### src/rtl/kli_pkg.sv
// Shared types and codes of the keyframe linear interpolator.
`default_nettype none
package kli_pkg;

	// Operation codes of an input beat.
	localparam logic OP_WRITE  = 1'b0;
	localparam logic OP_SAMPLE = 1'b1;

	// Status codes of a result beat.
	localparam logic [1:0] ST_INTERP = 2'd0;
	localparam logic [1:0] ST_BEFORE = 2'd1;
	localparam logic [1:0] ST_CLAMP  = 2'd2;
	localparam logic [1:0] ST_WRITE  = 2'd3;

	// Fraction bits of the interpolation factor.
	localparam int QBITS = 16;

	// One keyframe as it sits in the key memory.
	typedef struct packed {
		logic        [31:0] tm;
		logic signed [31:0] x;
		logic signed [31:0] y;
		logic signed [31:0] z;
	} key_t;

	typedef struct packed {
		logic signed [31:0] x;
		logic signed [31:0] y;
		logic signed [31:0] z;
	} vec3_t;

	typedef struct packed {
		logic signed [32:0] x;
		logic signed [32:0] y;
		logic signed [32:0] z;
	} diff3_t;

	typedef enum logic [1:0] {
		S_IDLE,
		S_SCAN,
		S_DIV,
		S_LERP
	} state_t;

endpackage
`default_nettype wire

### src/rtl/kli_div.sv
// Restoring divider that yields the Q0.16 fraction num / den, one bit a cycle.
`default_nettype none
module kli_div (
	input  wire logic                       clk,
	input  wire logic                       arst_n,
	input  wire logic                       go,
	input  wire logic [31:0]                num,
	input  wire logic [31:0]                den,
	output logic                            done,
	output logic [kli_pkg::QBITS-1:0]       quot
);
	import kli_pkg::*;

	localparam int CNTW = $clog2(QBITS + 1);

	logic [CNTW-1:0]  cnt_q;
	logic [31:0]      rem_q;
	logic [31:0]      den_q;
	logic [QBITS-1:0] quot_q;
	logic             done_q;
	logic [32:0]      shifted;
	logic [32:0]      trial;
	logic             fits;

	// The remainder stays below the divisor, so the doubled value fits 33 bits.
	assign shifted = {rem_q, 1'b0};
	assign trial   = shifted - {1'b0, den_q};
	assign fits    = shifted >= {1'b0, den_q};

	always_ff @(posedge clk or negedge arst_n) begin
		if (!arst_n) begin
			cnt_q  <= '0;
			done_q <= 1'b0;
		end else begin
			done_q <= (cnt_q == CNTW'(1));
			if (go) begin
				cnt_q <= CNTW'(QBITS);
			end else if (cnt_q != '0) begin
				cnt_q <= cnt_q - CNTW'(1);
			end
		end
	end

	always_ff @(posedge clk) begin
		if (go) begin
			rem_q  <= num;
			den_q  <= den;
			quot_q <= '0;
		end else if (cnt_q != '0) begin
			rem_q  <= fits ? trial[31:0] : shifted[31:0];
			quot_q <= {quot_q[QBITS-2:0], fits};
		end
	end

	assign done = done_q;
	assign quot = quot_q;

endmodule
`default_nettype wire

### config.mk
export PLATFORM = sky130hd
export DESIGN_NAME = kli_div
export DESIGN_NICKNAME = d
export VERILOG_FILES = /design/src/rtl/kli_pkg.sv /design/src/rtl/kli_div.sv
export SDC_FILE = /design/constraint.sdc
export NUM_CORES = 1
export LEC_CHECK = 0
export ABC_CLOCK_PERIOD_IN_PS = 3340
export BUFFER_PORTS_ARGS = -buffer_cell sky130_fd_sc_hd__buf_2
export CAP_MARGIN = 20
export CORE_ASPECT_RATIO = 1.5
export CORE_MARGIN = 1.5
export CORE_UTILIZATION = 45
export DETAILED_ROUTE_END_ITERATION = 12
export PLACE_DENSITY = 0.76
export SETUP_SLACK_MARGIN = 0.3
export SLEW_MARGIN = 20
export SYNTH_ARGS = -nofsm -noshare
export SYNTH_HDL_FRONTEND = slang
export SYNTH_SLANG_ARGS = --single-unit
### constraint.sdc
create_clock -name clk -period 3.34 [get_ports clk]
set_input_delay 0.167 -clock clk [delete_from_list [all_inputs] [get_ports clk]]
set_output_delay 0.167 -clock clk [all_outputs]
set_load 0.01 [all_outputs]
After elaboration in Yosys (flattened, before gate mapping)
Cells that the tools add are included.
Word-level totals
  flip-flop bits (word level): 86
  input port bits: 67
  output and inout bits: 17
Cells by class
  add/subtract/negate cells: 2
  magnitude comparators: 1
  equality and inequality tests: 1
  mux-type cells: 5
  reduce and logical (&&, ||, !) cells: 2
Operators by type and width (number)
  2-to-1 mux 32 bit: 3
  greater-or-equal comparator 33 x 32 -> 1 bit: 1
  subtractor 32 bit: 1
  2-to-1 mux 5 bit: 2
  == test 5 x 1 -> 1 bit, second input constant: 1
  nonzero test 5 bit: 1
  subtractor 5 x 1 -> 5 bit, second input constant: 1
  nonzero test 2 bit: 1

Logic depth before layout (Yosys ltp)
  depth after elaboration: 4
  gate-level depth with buffers: 14

Least setup slack after synthesis
OpenSTA, ideal clock, no wires.
  path kind: reg2reg
  start: register rem_q[2]
  end: register rem_q[29], data pin
  data arrival time: 2.340 ns
  path slack: 0.740 ns
  stages on the path, launching flop included: 13
  buffers on the path: 2
  clock period less this slack: 2.600 ns
  cell sequence: edfxtp_1 -> ha_1 -> nand2_1 -> a211o_1 -> a21o_1 -> a211oi_2 -> nor3_1 -> o21a_1 -> buf_6 -> buf_6 -> nand2_1 -> o21ai_1 -> mux2_2
Between the ends
  longest elaborated chain between the ends: 4
  elaborated cells between the ends (all ways): 5
  those cells by class: add/sub: 1; order compare: 1; mux: 3
Ends and longest elaborated chain
  start: declaration: RTL line kli_div.sv:17  | logic [31:0] rem_q;
  start signal: assignment: RTL line kli_div.sv:46  | rem_q <= num;
  start signal: assignment: RTL line kli_div.sv:50  | rem_q <= fits ? trial[31:0] : shifted[31:0];
  subtractor 32 bit or greater-or-equal comparator 33 x 32 -> 1 bit (tied branches): RTL line kli_div.sv:27, kli_div.sv:28
  2-to-1 mux 32 bit *: RTL line kli_div.sv:50
  2-to-1 mux 32 bit *: RTL line kli_div.sv:49  | end else if (cnt_q != '0) begin
  2-to-1 mux 32 bit *: RTL line kli_div.sv:45  | if (go) begin
Mark *: on every way between the ends. The rest lies on a longest branch, timed or not. The select of a mux whose other input is x is not followed.
A chain may end at the register's enable or synchronous reset.

Worst setup path in the final report
  start: register rem_q[2]
  end: register rem_q[15], data pin
The elaborated chain is that of the path after synthesis.

==> flow_summary.yaml <==
power:
  share_clk_of_total_power_pct: 18.8
  power_density_nw_per_um2: 887
  total_switching_power_uw: 2340
  power.switching_fraction_pct: 39.9
  p_seq_share_pct: 28.7
  finalPower_uw: 5860
  p_int_uw: 3520
  vdd_drop_max_v: 0.000507
  pwr-share-comb_pct: 52.5
  power.static_leakage_uw: 0.00282
synth:
  synth_area_leader_cell: "edfxtp_1"
  synth_ff_type: "edfxtp_1"
  syn-instance-count: 579
  synth-warning-count: 0
  synthesized_net_count: 682
  mappedNetlistArea_um2: 5330
  synth.area.top_cells: "edfxtp_1, a21oi_1, ha_1, dfxtp_1, nand2_1"
  netlist-cell-type-count: 52
  synth-seq-cells: 86
  synth_edf_count: 64
  synthArstFlopShare_pct: 6.98
  synth-seq-area-share_pct: 44.9
  post-synth-top-area-fraction_pct: 36.0
  synthesis.area_per_instance_um2: 9.21
setup_path:
  critical-path-max-stage-delay_ns: 0.43
  setup.worst_path.end_class: "flip-flop"
  r2r_setup_slack_ns: 0.46
  worstPathRequired_ns: 3.40
  crit_type: "reg -> reg"
  cp-start-kind: "flip-flop"
  path_max_fanout: 9
  critPathTopFamily: "compound AO/OA/AOI/OAI gates"
  path_cells: "ha_4 > nand2_1 > a211o_1 > a21o_1 > a211oi_2 > nor3_2 > o21ai_2 > buf_4 > buf_4 > nand2_1 > o21ai_0 > o21ai_0"
  worstPathArrival_ns: 2.94
  slowest_cell_on_crit_path: "edfxtp_1"
  path_buf_inv: 2
floorplanning:
  die_height_um: 136
  boundaryPins: 84
  fp.coreArea_um2: 11500
  placement_rows: 48
  die_width_um: 91.9
  floorplan.initialDensity_pct: 46.3
  die_outline_area_um2: 12500
hold_path:
  hold_path.class: "in -> reg"
status:
  status: "finished, final reports clean"
layout:
  drive_gt1_share_pct: 18.8
  diodes: 0
  num-nets-final: 788
  fin_cells: 840
  synthToLayoutAreaGrowth_pct: 23.8
flow_run:
  max_cap_violations: 0
placement:
  portBuffers: 83
  last_weighted_congestion_value_of_the_routability_driven_placer: 0.909
  preCtsSetupSlack_ns: 0.294
  detailed_place_hpwl_um: 8980
  dp_cells: 790
drt:
  vias: 4529
  dr.pass1.iters: 4
  vias_per_cell: 5.39
  detail_route.wirelength_um: 12500
  starting_drc_count_in_detailed_routing: 198
  drc: 0
  final_antenna_net_count: 0
  average_detailed_routed_wire_length_per_instance_um: 14.9
global_routing:
  grt.total_usage_pct: 20.7
  first_pass_grt_wire_length_um: 20800
  globalRouteOverflowTotal: 0
  first_global_vias: 4556
  grt_max_degree: 91
  grt_antenna_before_repair: 0
timing:
  timing.setup.tns_ns: 0
  final_hold_viol_count: 0
  timing.final.max_slew_violations: 0
  post-route-worst-setup-slack_ns: 0.459
  min_hold_slack_ns: 0.00766
  final.period_utilization_pct: 86.3
  worst-slew-pin-transition_ns: 0.917
  setup-violations-final: 0
  min_period_ns: 2.88
  worst_slew_margin_rel_pct: 38.9
  timing.fmax_ghz: 0.347
  rsz0062_at_grt: "true"
  finClkSkew_ns: 0.00816
clock_network:
  htreeDepth: 3
  cts_buffers: 9
  worstSkewPairLatency_ns: 0.34
  tritoncts: "built"
  tritoncts_num_sinks: 86
  ctsLongestPathBuffers: 2
  clkSlewWorstSetupHoldPaths_ns: 0.06
  cts-root-buf: "clkbuf_16"
## final cells by class
class	count	area, um^2
Inverter	42	158
Timing Repair Buffer	122	798
Tap cell	150	188
Fill cell	1024	4930
Clock inverter	4	70.1
Sequential cell	86	2390
Multi-Input combinational cell	424	2740
Clock buffer	12	258
## flip-flops by register name, indices dropped and copies added, names as in the netlist
| signal | cells |
|---|---|
| done | 1 |
| rem_q | 32 |
| den_q | 32 |
| quot | 16 |
| cnt_q | 5 |
## metal layers
layer / up-vias / global-route usage, % / share of wire, %
met1: 2139 / 22.6 / 40
li1: 2268 / - / -
met2: 102 / 39.3 / 54
met4: 0 / 7.69 / 2.1
met5: - / 0 / 0
met3: 20 / 3.80 / 3.6
## Yosys cell counts (all sizes together) (4+ instances only)
cell type	count
a21oi	90
nand2	75
edfxtp	64
inv	42
ha	35
o21ai	30
nor2	25
nor2b	24
xnor2	17
dfxtp	16
clkbuf	15
a21o	14
buf	12
nor3	11
nand3	10
nand2b	9
a211oi	8
xor2	8
and2	6
dfrtp	6
o31ai	6
and3	5
o21a	5
a31oi	4
mux2	4
nand4	4
nor3b	4
o211ai	4
## worst register-to-register path, delay by kind of cell, from the launching register on
| family | cells | cell delay, ns |
|---|---|---|
| AOI/OAI and AO/OA | 6 | 1.29 |
| DFF | 1 | 0.43 |
| adders and majority gates | 1 | 0.31 |
| buffers and inverters | 2 | 0.31 |
| and+or+nand+nor | 3 | 0.24 |
## final timing paths
check	startpoint	end	depth (start not counted)
max	rem_q[2]	rem_q[15]	12
min	den[6]	den_q[6]	1
max reg2reg	rem_q[2]	rem_q[15]	12
min reg2reg	quot[15]	quot[15]	2
max in group asynchronous	arst_n	cnt_q[3]	2
min in group asynchronous	arst_n	done	2
## repair_timing
action | in CTS | in global routing
setup buffers | 0 | 4
hold endpoints to repair | 32 | 3
gates resized for setup | 1 | 15
hold buffers | 27 | 3
pin swaps | 1 | 4
setup endpoints to repair | 3 | 12
## cells by family (layout without fill, tap and decap cells)
family,count (synthesis),in the layout,share of synthesized area (%)
and+or+nand+nor,181,181,16.3
AOI/OAI and AO/OA,176,176,19.6
DFF,86,86,44.9
buffers and inverters,69,180,5.37
adders and majority gates,36,36,8.59
xor gates and xnor gates,25,25,4.11
muxes,6,6,1.22
## power by group through the flow
| stage | sequential [uW] | clock (uW) | combinational, uW |
|---|---|---|---|
| 2_1_floorplan | 1650 | 0 | 2260 |
| 3_3_place_gp | 1680 | 0 | 2820 |
| 3_5_place_dp | 1700 | 0 | 2880 |
| 4_1_cts | 1670 | 1120 | 2930 |
| 5_1_grt | 1710 | 1160 | 3450 |
| 6_report | 1680 | 1100 | 3080 |
## cells in the final DEF, fill, tap and decap left out, types with 4 or more instances in the layout
master / n
a211oi_1: 6
a21o_1: 14
a21oi_1: 85
a21oi_2: 5
and2_1: 6
and3_1: 5
buf_2: 82
buf_4: 9
clkbuf_16: 10
dfrtp_1: 6
dfxtp_1: 16
dlygate4sd3_1: 30
edfxtp_1: 64
ha_1: 30
inv_1: 42
mux2_2: 4
nand2_1: 75
nand2b_1: 9
nand3_1: 10
nand4_1: 4
nor2_1: 25
nor2b_1: 24
nor3_1: 9
nor3b_1: 4
o211ai_1: 4
o21a_1: 5
o21ai_0: 26
o31ai_1: 5
xnor2_1: 17
xor2_1: 8
## through the flow
| stage | utilization (%) | area [um^2] |
|---|---|---|
| global placement | 50.9 | 5860 |
| detailed placement | 50.9 | 5860 |
| finish | 57.2 | 6600 |
| global route | 57.2 | 6600 |
| CTS | 56.1 | 6470 |
| floorplan | - | 5330 |
Power figures use the tool's default switching activity.
