==> src/rtl/kli_pkg.sv <==
// Shared types and codes of the keyframe linear interpolator.
`default_nettype none
package kli_pkg;

	// Operation codes of an input beat.
	localparam logic OP_WRITE  = 1'b0;
	localparam logic OP_SAMPLE = 1'b1;

	// Status codes of a result beat.
	localparam logic [1:0] ST_INTERP = 2'd0;
	localparam logic [1:0] ST_BEFORE = 2'd1;
	localparam logic [1:0] ST_CLAMP  = 2'd2;
	localparam logic [1:0] ST_WRITE  = 2'd3;

	// Fraction bits of the interpolation factor.
	localparam int QBITS = 16;

	// One keyframe as it sits in the key memory.
	typedef struct packed {
		logic        [31:0] tm;
		logic signed [31:0] x;
		logic signed [31:0] y;
		logic signed [31:0] z;
	} key_t;

	typedef struct packed {
		logic signed [31:0] x;
		logic signed [31:0] y;
		logic signed [31:0] z;
	} vec3_t;

	typedef struct packed {
		logic signed [32:0] x;
		logic signed [32:0] y;
		logic signed [32:0] z;
	} diff3_t;

	typedef enum logic [1:0] {
		S_IDLE,
		S_SCAN,
		S_DIV,
		S_LERP
	} state_t;

endpackage
`default_nettype wire

==> src/rtl/kli_lerp.sv <==
// Shared multiplier that forms start + factor * diff for three components in turn.
`default_nettype none
module kli_lerp (
	input  wire logic                       clk,
	input  wire logic                       arst_n,
	input  wire logic                       go,
	input  wire logic [kli_pkg::QBITS-1:0]  factor,
	input  wire kli_pkg::vec3_t             base,
	input  wire kli_pkg::diff3_t            diff,
	output logic                            done,
	output kli_pkg::vec3_t                  res
);
	import kli_pkg::*;

	logic               act_q;
	logic [1:0]         ph_q;
	logic               done_q;
	logic [QBITS-1:0]   factor_q;
	logic signed [32:0] d_sel;
	logic signed [QBITS+32:0] prod_s1;
	logic signed [QBITS+32:0] scaled;
	logic signed [31:0] step;
	vec3_t              res_q;

	always_comb begin
		unique case (ph_q)
			2'd0:    d_sel = diff.x;
			2'd1:    d_sel = diff.y;
			2'd2:    d_sel = diff.z;
			2'd3:    d_sel = diff.z;
		endcase
	end

	// Arithmetic shift floors the product toward minus infinity.
	assign scaled = prod_s1 >>> QBITS;
	assign step   = scaled[31:0];

	always_ff @(posedge clk or negedge arst_n) begin
		if (!arst_n) begin
			act_q  <= 1'b0;
			ph_q   <= '0;
			done_q <= 1'b0;
		end else begin
			done_q <= act_q && (ph_q == 2'd3);
			if (go) begin
				act_q <= 1'b1;
				ph_q  <= '0;
			end else if (act_q) begin
				ph_q <= ph_q + 2'd1;
				if (ph_q == 2'd3) begin
					act_q <= 1'b0;
				end
			end
		end
	end

	always_ff @(posedge clk) begin
		if (go) begin
			factor_q <= factor;
		end
		if (act_q) begin
			prod_s1 <= $signed({1'b0, factor_q}) * d_sel;
			unique case (ph_q)
				2'd0: ;
				2'd1: res_q.x <= base.x + step;
				2'd2: res_q.y <= base.y + step;
				2'd3: res_q.z <= base.z + step;
			endcase
		end
	end

	assign done = done_q;
	assign res  = res_q;

endmodule
`default_nettype wire

==> config.mk <==
export PLATFORM = sky130hd
export DESIGN_NAME = kli_lerp
export DESIGN_NICKNAME = d
export VERILOG_FILES = /design/src/rtl/kli_pkg.sv /design/src/rtl/kli_lerp.sv
export SDC_FILE = /design/constraint.sdc
export NUM_CORES = 2
export LEC_CHECK = 0
export BUFFER_PORTS_ARGS = -buffer_cell sky130_fd_sc_hd__buf_2
export CORE_ASPECT_RATIO = 1.75
export CORE_UTILIZATION = 50
export CTS_BUF_LIST = sky130_fd_sc_hd__clkbuf_4 sky130_fd_sc_hd__clkbuf_8
export DETAILED_ROUTE_END_ITERATION = 6
export GPL_TIMING_DRIVEN = 0
export HOLD_SLACK_MARGIN = 0.12
export PLACE_DENSITY = 0.68
export SLEW_MARGIN = 15
export SYNTH_ARGS = -nofsm -noshare
export SYNTH_HDL_FRONTEND = slang
export SYNTH_SLANG_ARGS = --single-unit
==> constraint.sdc <==
create_clock -name clk -period 9 [get_ports clk]
set_input_delay 1.35 -clock clk [delete_from_list [all_inputs] [get_ports clk]]
set_output_delay 1.35 -clock clk [all_outputs]
set_load 0.05 [all_outputs]
## Yosys cells after proc, flatten, opt, wreduce, memory -nomap -nowiden

Index checks and enable logic that the tools add are counted.
Widths: inputs -> output; s select.

- Register bits: 164
- Bits in latches: 0
- Memory bits (writable): 0
- Bits in read-only memories: 0
- Input port bits: 214
- Output and inout bits: 97
- Memories kept: 0

- Add/sub/neg operators: 4
- Multiply operators: 1
- Divide/modulo/power cells: 0
- $lt $le $gt $ge: 0
- Eq/ne operators: 3
- Shift-type cells: 0
- Muxes and demuxes: 6
- Bitwise logic cells: 0
- Reductions and logical operators: 7

Operators with widths:

| cell | count |
|---|---|
| $pmux 33 s3 | 1 |
| $add 32x32->32 | 3 |
| $mul 17x33->48 | 1 |
| $reduce_and 2->1 | 3 |
| $eq 2x2->1 const B | 2 |
| $mux 2 | 2 |
| $mux 1 | 3 |
| $add 2x1->2 const B | 1 |
| $eq 2x1->1 const B | 1 |
| $logic_not 2->1 | 1 |
| $reduce_bool 2->1 | 1 |
| $reduce_or 2->1 | 1 |
| $logic_and 1x1->1 | 1 |

## Depth between registers and ports, before layout

- Depth after elaboration: 4
- Mapped depth: 31
- Mapped depth without buffers: 29

## Least setup slack after synthesis

OpenSTA, ideal clock, no wires.

- Kind: in2reg
- From: in diff[50] (netlist bit)
- To: reg prod_s1[44], data pin
- Library setup time: 258 ps
- Arrival time: 7,425 ps
- Required time: 8,742 ps
- Path slack: 1,317 ps
- Cell stages on the path: 24
- Path through: a22oi_1 -> o21ai_0 -> clkbuf_1 -> nand2_1 -> fa_1 -> fa_1 -> fa_1 -> inv_1 -> fa_1 -> fa_1 -> inv_1 -> fa_1 -> inv_1 -> ha_1 -> a21oi_1 -> o21ai_0 -> nor4b_1 -> a211oi_2 -> o211ai_1 -> a211oi_1 -> a211oi_1 -> nand2b_1 -> a21oi_1 -> xnor2_1

- Cells in the longest elaborated chain, start to end: 2

RTL lines:

| what | RTL line | text |
|---|---|---|
| from (decl) | kli_lerp.sv:9 | `input wire kli_pkg::diff3_t diff,` |
| $pmux 33 s3 | kli_lerp.sv:26 | `unique case (ph_q)` |
| $mul 17x33->48 | kli_lerp.sv:62 | `prod_s1 <= $signed({1'b0, factor_q}) * d_sel;` |
| to (signal assigned) | kli_lerp.sv:62 |  |
| to (decl) | kli_lerp.sv:20 | `logic signed [QBITS+32:0] prod_s1;` |

Every way passes these cells.
A chain may end at the register's enable or synchronous reset.

## Worst setup path after layout

- From: reg ph_q[0]
- To: reg prod_s1[44], data pin

- Cells in the longest elaborated chain, start to end: 4

RTL lines:

| what | RTL line | text |
|---|---|---|
| from (decl) | kli_lerp.sv:16 | `logic [1:0] ph_q;` |
| from (signal assigned) | kli_lerp.sv:49 | `ph_q <= ph_q + 2'd1;` |
| $eq 2x2->1 | kli_lerp.sv:26 |  |
| $reduce_or 2->1 (no source line) | n/a |  |
| $pmux 33 s3 (*) | kli_lerp.sv:26 |  |
| $mul 17x33->48 (*) | kli_lerp.sv:62 |  |

Mark *: on every way between the ends. The rest lies on a longest branch, timed or not.

==> impl_metrics.toml <==
[floorplan]
die-area_mm2 = 0.05404
initial_utilization_pct = 50.68
num_rows = 111
coreArea_mm2 = 0.05236
chipHeight_um = 306.8
dieWidth_um = 176.2
ios = 311

[final_layout]
seqCellArea_mm2 = 0.004425
areaGrowthSynthToFinish_pct = 12.23
multi_input_area_mm2 = 0.01994
fin_area_mm2 = 0.02978
drive_gt1_share_pct = 13.61
fin_nets = 4018
fillCellCount = 4696

[detailed_routing]
vias = 20910
wl_met3_um = 4406
viasPerCell = 5.505
first_pass_iters = 5
drt_iter0_markers = 1077
wl_per_cell_um = 20.97
wl_met2_um = 42420
drc = 0
top_layer = "met4"
routedLengthMet1_um = 27150
antenna_left = 0
wirelength_um = 79660

[global_routing]
grt_pass1_vias = 23070
grt-ovfl-total = 0
grtUsageTotal_pct = 30.67
grt_pass1_wl_um = 123300
antenna_found_initial = 4
grt_max_degree = 31

[run]
cap_violations = 0

[cts]
cts.path.max_buffers = 2
insertion_delay_ns = 0.52
postCtsHoldBufs = 0
cts_max_level = 4
cts_tree = "done"
cts_buffers = 17
cts_root_buffer = "clkbuf_8"
cts_sinks = 148
path_clk_slew_ns = 0.12

[worst_setup_path]
path_common_cell = "fa_1"
slowest_delay_ns = 0.57
cp_max_fo = 10
worst-setup-path-type = "flop to flop"
ff2ff_path_depth = 31
start_kind = "flop"
cp.required_ns = 9.30
crit_path_top_delay_cell = "fa_1"
reg2reg_to = "prod_s1[44]"
end_kind = "flop"
regToRegStartpoint = "ph_q[0]"
worstPathArrival_ns = 8.99
reg2reg_slack_ns = 0.31

[logic_synthesis]
async_flop_share_pct = 2.703
seq_area_frac_synth_pct = 16.67
synth_area_leaders = "fa_1, edfxtp_1, ha_1, inv_1, and2_1"
ys.flop_type = "edfxtp_1"
netlist.area_leader.share_pct = 37.12
synth_largest_area_cell = "fa_1"
ys_warn_count = 0
syn_inst = 2770
synth_area_per_cell_um2 = 9.580
synth_edf_count = 144
synth.lib_cells_used.distinct = 59
syn_area_mm2 = 0.02654
ys_ff_latch = 148
synthesis.nets = 3685

[hold_path]
min-delay-start = "ph_q[1]"
whs_path_depth = 2
min_path_type = "flop to flop"
holdPathEnd = "ph_q[1]"

[run_status]
status = "completed"

[sta]
fin_skew_ns = 0.03501
finalHoldViolCount = 0
maxSlewViolCount = 0
worst_slew_pin_slew_ns = 1.105
relSlewSlack_pct = 26.31
fmax_mhz = 115.0
setup_viol = 0
fin_crit_sh_pct = 96.58
fin_crit_ns = 8.692

[place]
dp_hpwl_um = 68630
io_buffer_count = 310
gp_congestion = 0.9836
dpl_cell_area_mm2 = 0.02904
[metrics by stage]
step / cells / setup TNS, ns / setup WS (ns) / hold WS [ns] / utilization (%)
after global routing: 3797 / -0.01423 / -0.01423 / 0.6234 / 56.88
after global placement: 3758 / -14.00 / -1.381 / 0.5662 / 55.27
after floorplan: 2770 / 0 / 1.317 / 0.5392 / -
after CTS: 3798 / 0 / 0.01363 / 0.6066 / 56.58
after detailed placement: 3762 / -16.79 / -1.497 / 0.5840 / 55.46
final: 3798 / 0 / 0.3078 / 0.6132 / 56.88
[registers in the layout (all words and copies together) (netlist names)]
signal and count:
res 96, ph_q 2, done 1, act_q 1, factor_q 16, prod_s1 32
[synthesized netlist by cell type, types with 3 or more instances]
cell      number
dfrtp_1        4
inv_1        550
nand2_1      373
o21ai_0       77
and2_1       246
or2_2          4
nand3b_1       5
a211oi_1      10
clkbuf_1      96
a21o_1        39
fa_1         492
ha_1         209
edfxtp_1     144
o21ai_1        6
o211ai_1       7
nand3_1       12
nor2b_1       17
a211o_1        6
nor3_1        14
and3_1        13
a22oi_1       33
nand2b_1       9
o31ai_1        3
a21oi_1      107
o21a_1        28
o21bai_1      12
nand4_1        9
or3_1          5
nor2_1        68
a221oi_1       3
xnor2_1       94
xor2_1        33
a21boi_0       4
[metal layers]
layer	vias to the layer above	global-route usage, %
li1	9289	-
met1	10400	32.02
met2	937	56.88
met3	285	3.462
met4	0	20.67
met5	-	0
[worst max-delay path by stage]
stage,from,to,slack [ns],cells after the start
CTS,ph_q[0],prod_s1[44],0.01,31
floorplan,diff[50],prod_s1[44],1.32,24
global route,ph_q[0],prod_s1[44],-0.01,32
finish,ph_q[0],prod_s1[44],0.31,31
global placement,ph_q[1],prod_s1[47],-1.38,26
detailed placement,ph_q[1],prod_s1[47],-1.50,27
[cell usage in the layout, fill, tap and decap left out, drive strengths merged, types with 4 or more instances in the layout]
cell,instances
o211ai,7
fa,492
ha,209
nor2b,17
nor2,68
or2,5
a21boi,4
xnor2,94
diode,4
a211oi,11
and3,13
nand2,373
dfrtp,4
buf,323
nand3b,5
o21a,28
or3,5
a21oi,109
nand2b,9
o21ai,83
a211o,6
a22oi,33
o21bai,12
clkbuf,104
and2,246
clkinv,6
edfxtp,144
nand4,9
a21o,39
nor3,14
xor2,33
nand3,12
inv,558
[final cells by class]
class | count | area share [%]
Multi-Input combinational cell | 1976 | 66.94
Sequential cell | 148 | 14.86
Inverter | 550 | 6.932
Timing Repair Buffer | 318 | 5.672
Tap cell | 678 | 2.848
Buffer | 92 | 1.332
Clock buffer | 17 | 0.7856
Clock inverter | 15 | 0.5966
Antenna cell | 4 | 0.03361
[worst max-delay path, delay by kind of cell, from the launching register on]
kind	cells	cell delay, ns
buffers and inverters	9	1.35
and+or+nand+nor	5	1.16
DFF	1	0.43
xor gates and xnor gates	1	0.29
AOI/OAI and AO/OA	8	1.72
adders and majority gates	8	3.53
[kinds of logic after synthesis]
group / after synthesis / share of synthesized area (%)
multiplexers: 2 / 0.07544
adder cells (fa/ha/maj): 701 / 46.97
AND/OR/NAND/NOR: 784 / 14.29
flip-flops: 148 / 16.67
buffers and inverters: 646 / 9.138
XOR/XNOR: 127 / 4.192
AO/OA/AOI/OAI: 362 / 8.662
[repair_timing]
item,4_1_cts,5_1_grt
endpoints found under the setup margin,24,13
buffers inserted,4,0
pin swaps,2,4
cloned,0,0
gates resized for setup,63,57
Power is left out: the tool's default activity adds up to more than one toggle a clock period on the data nets, which glitch-free logic cannot reach.
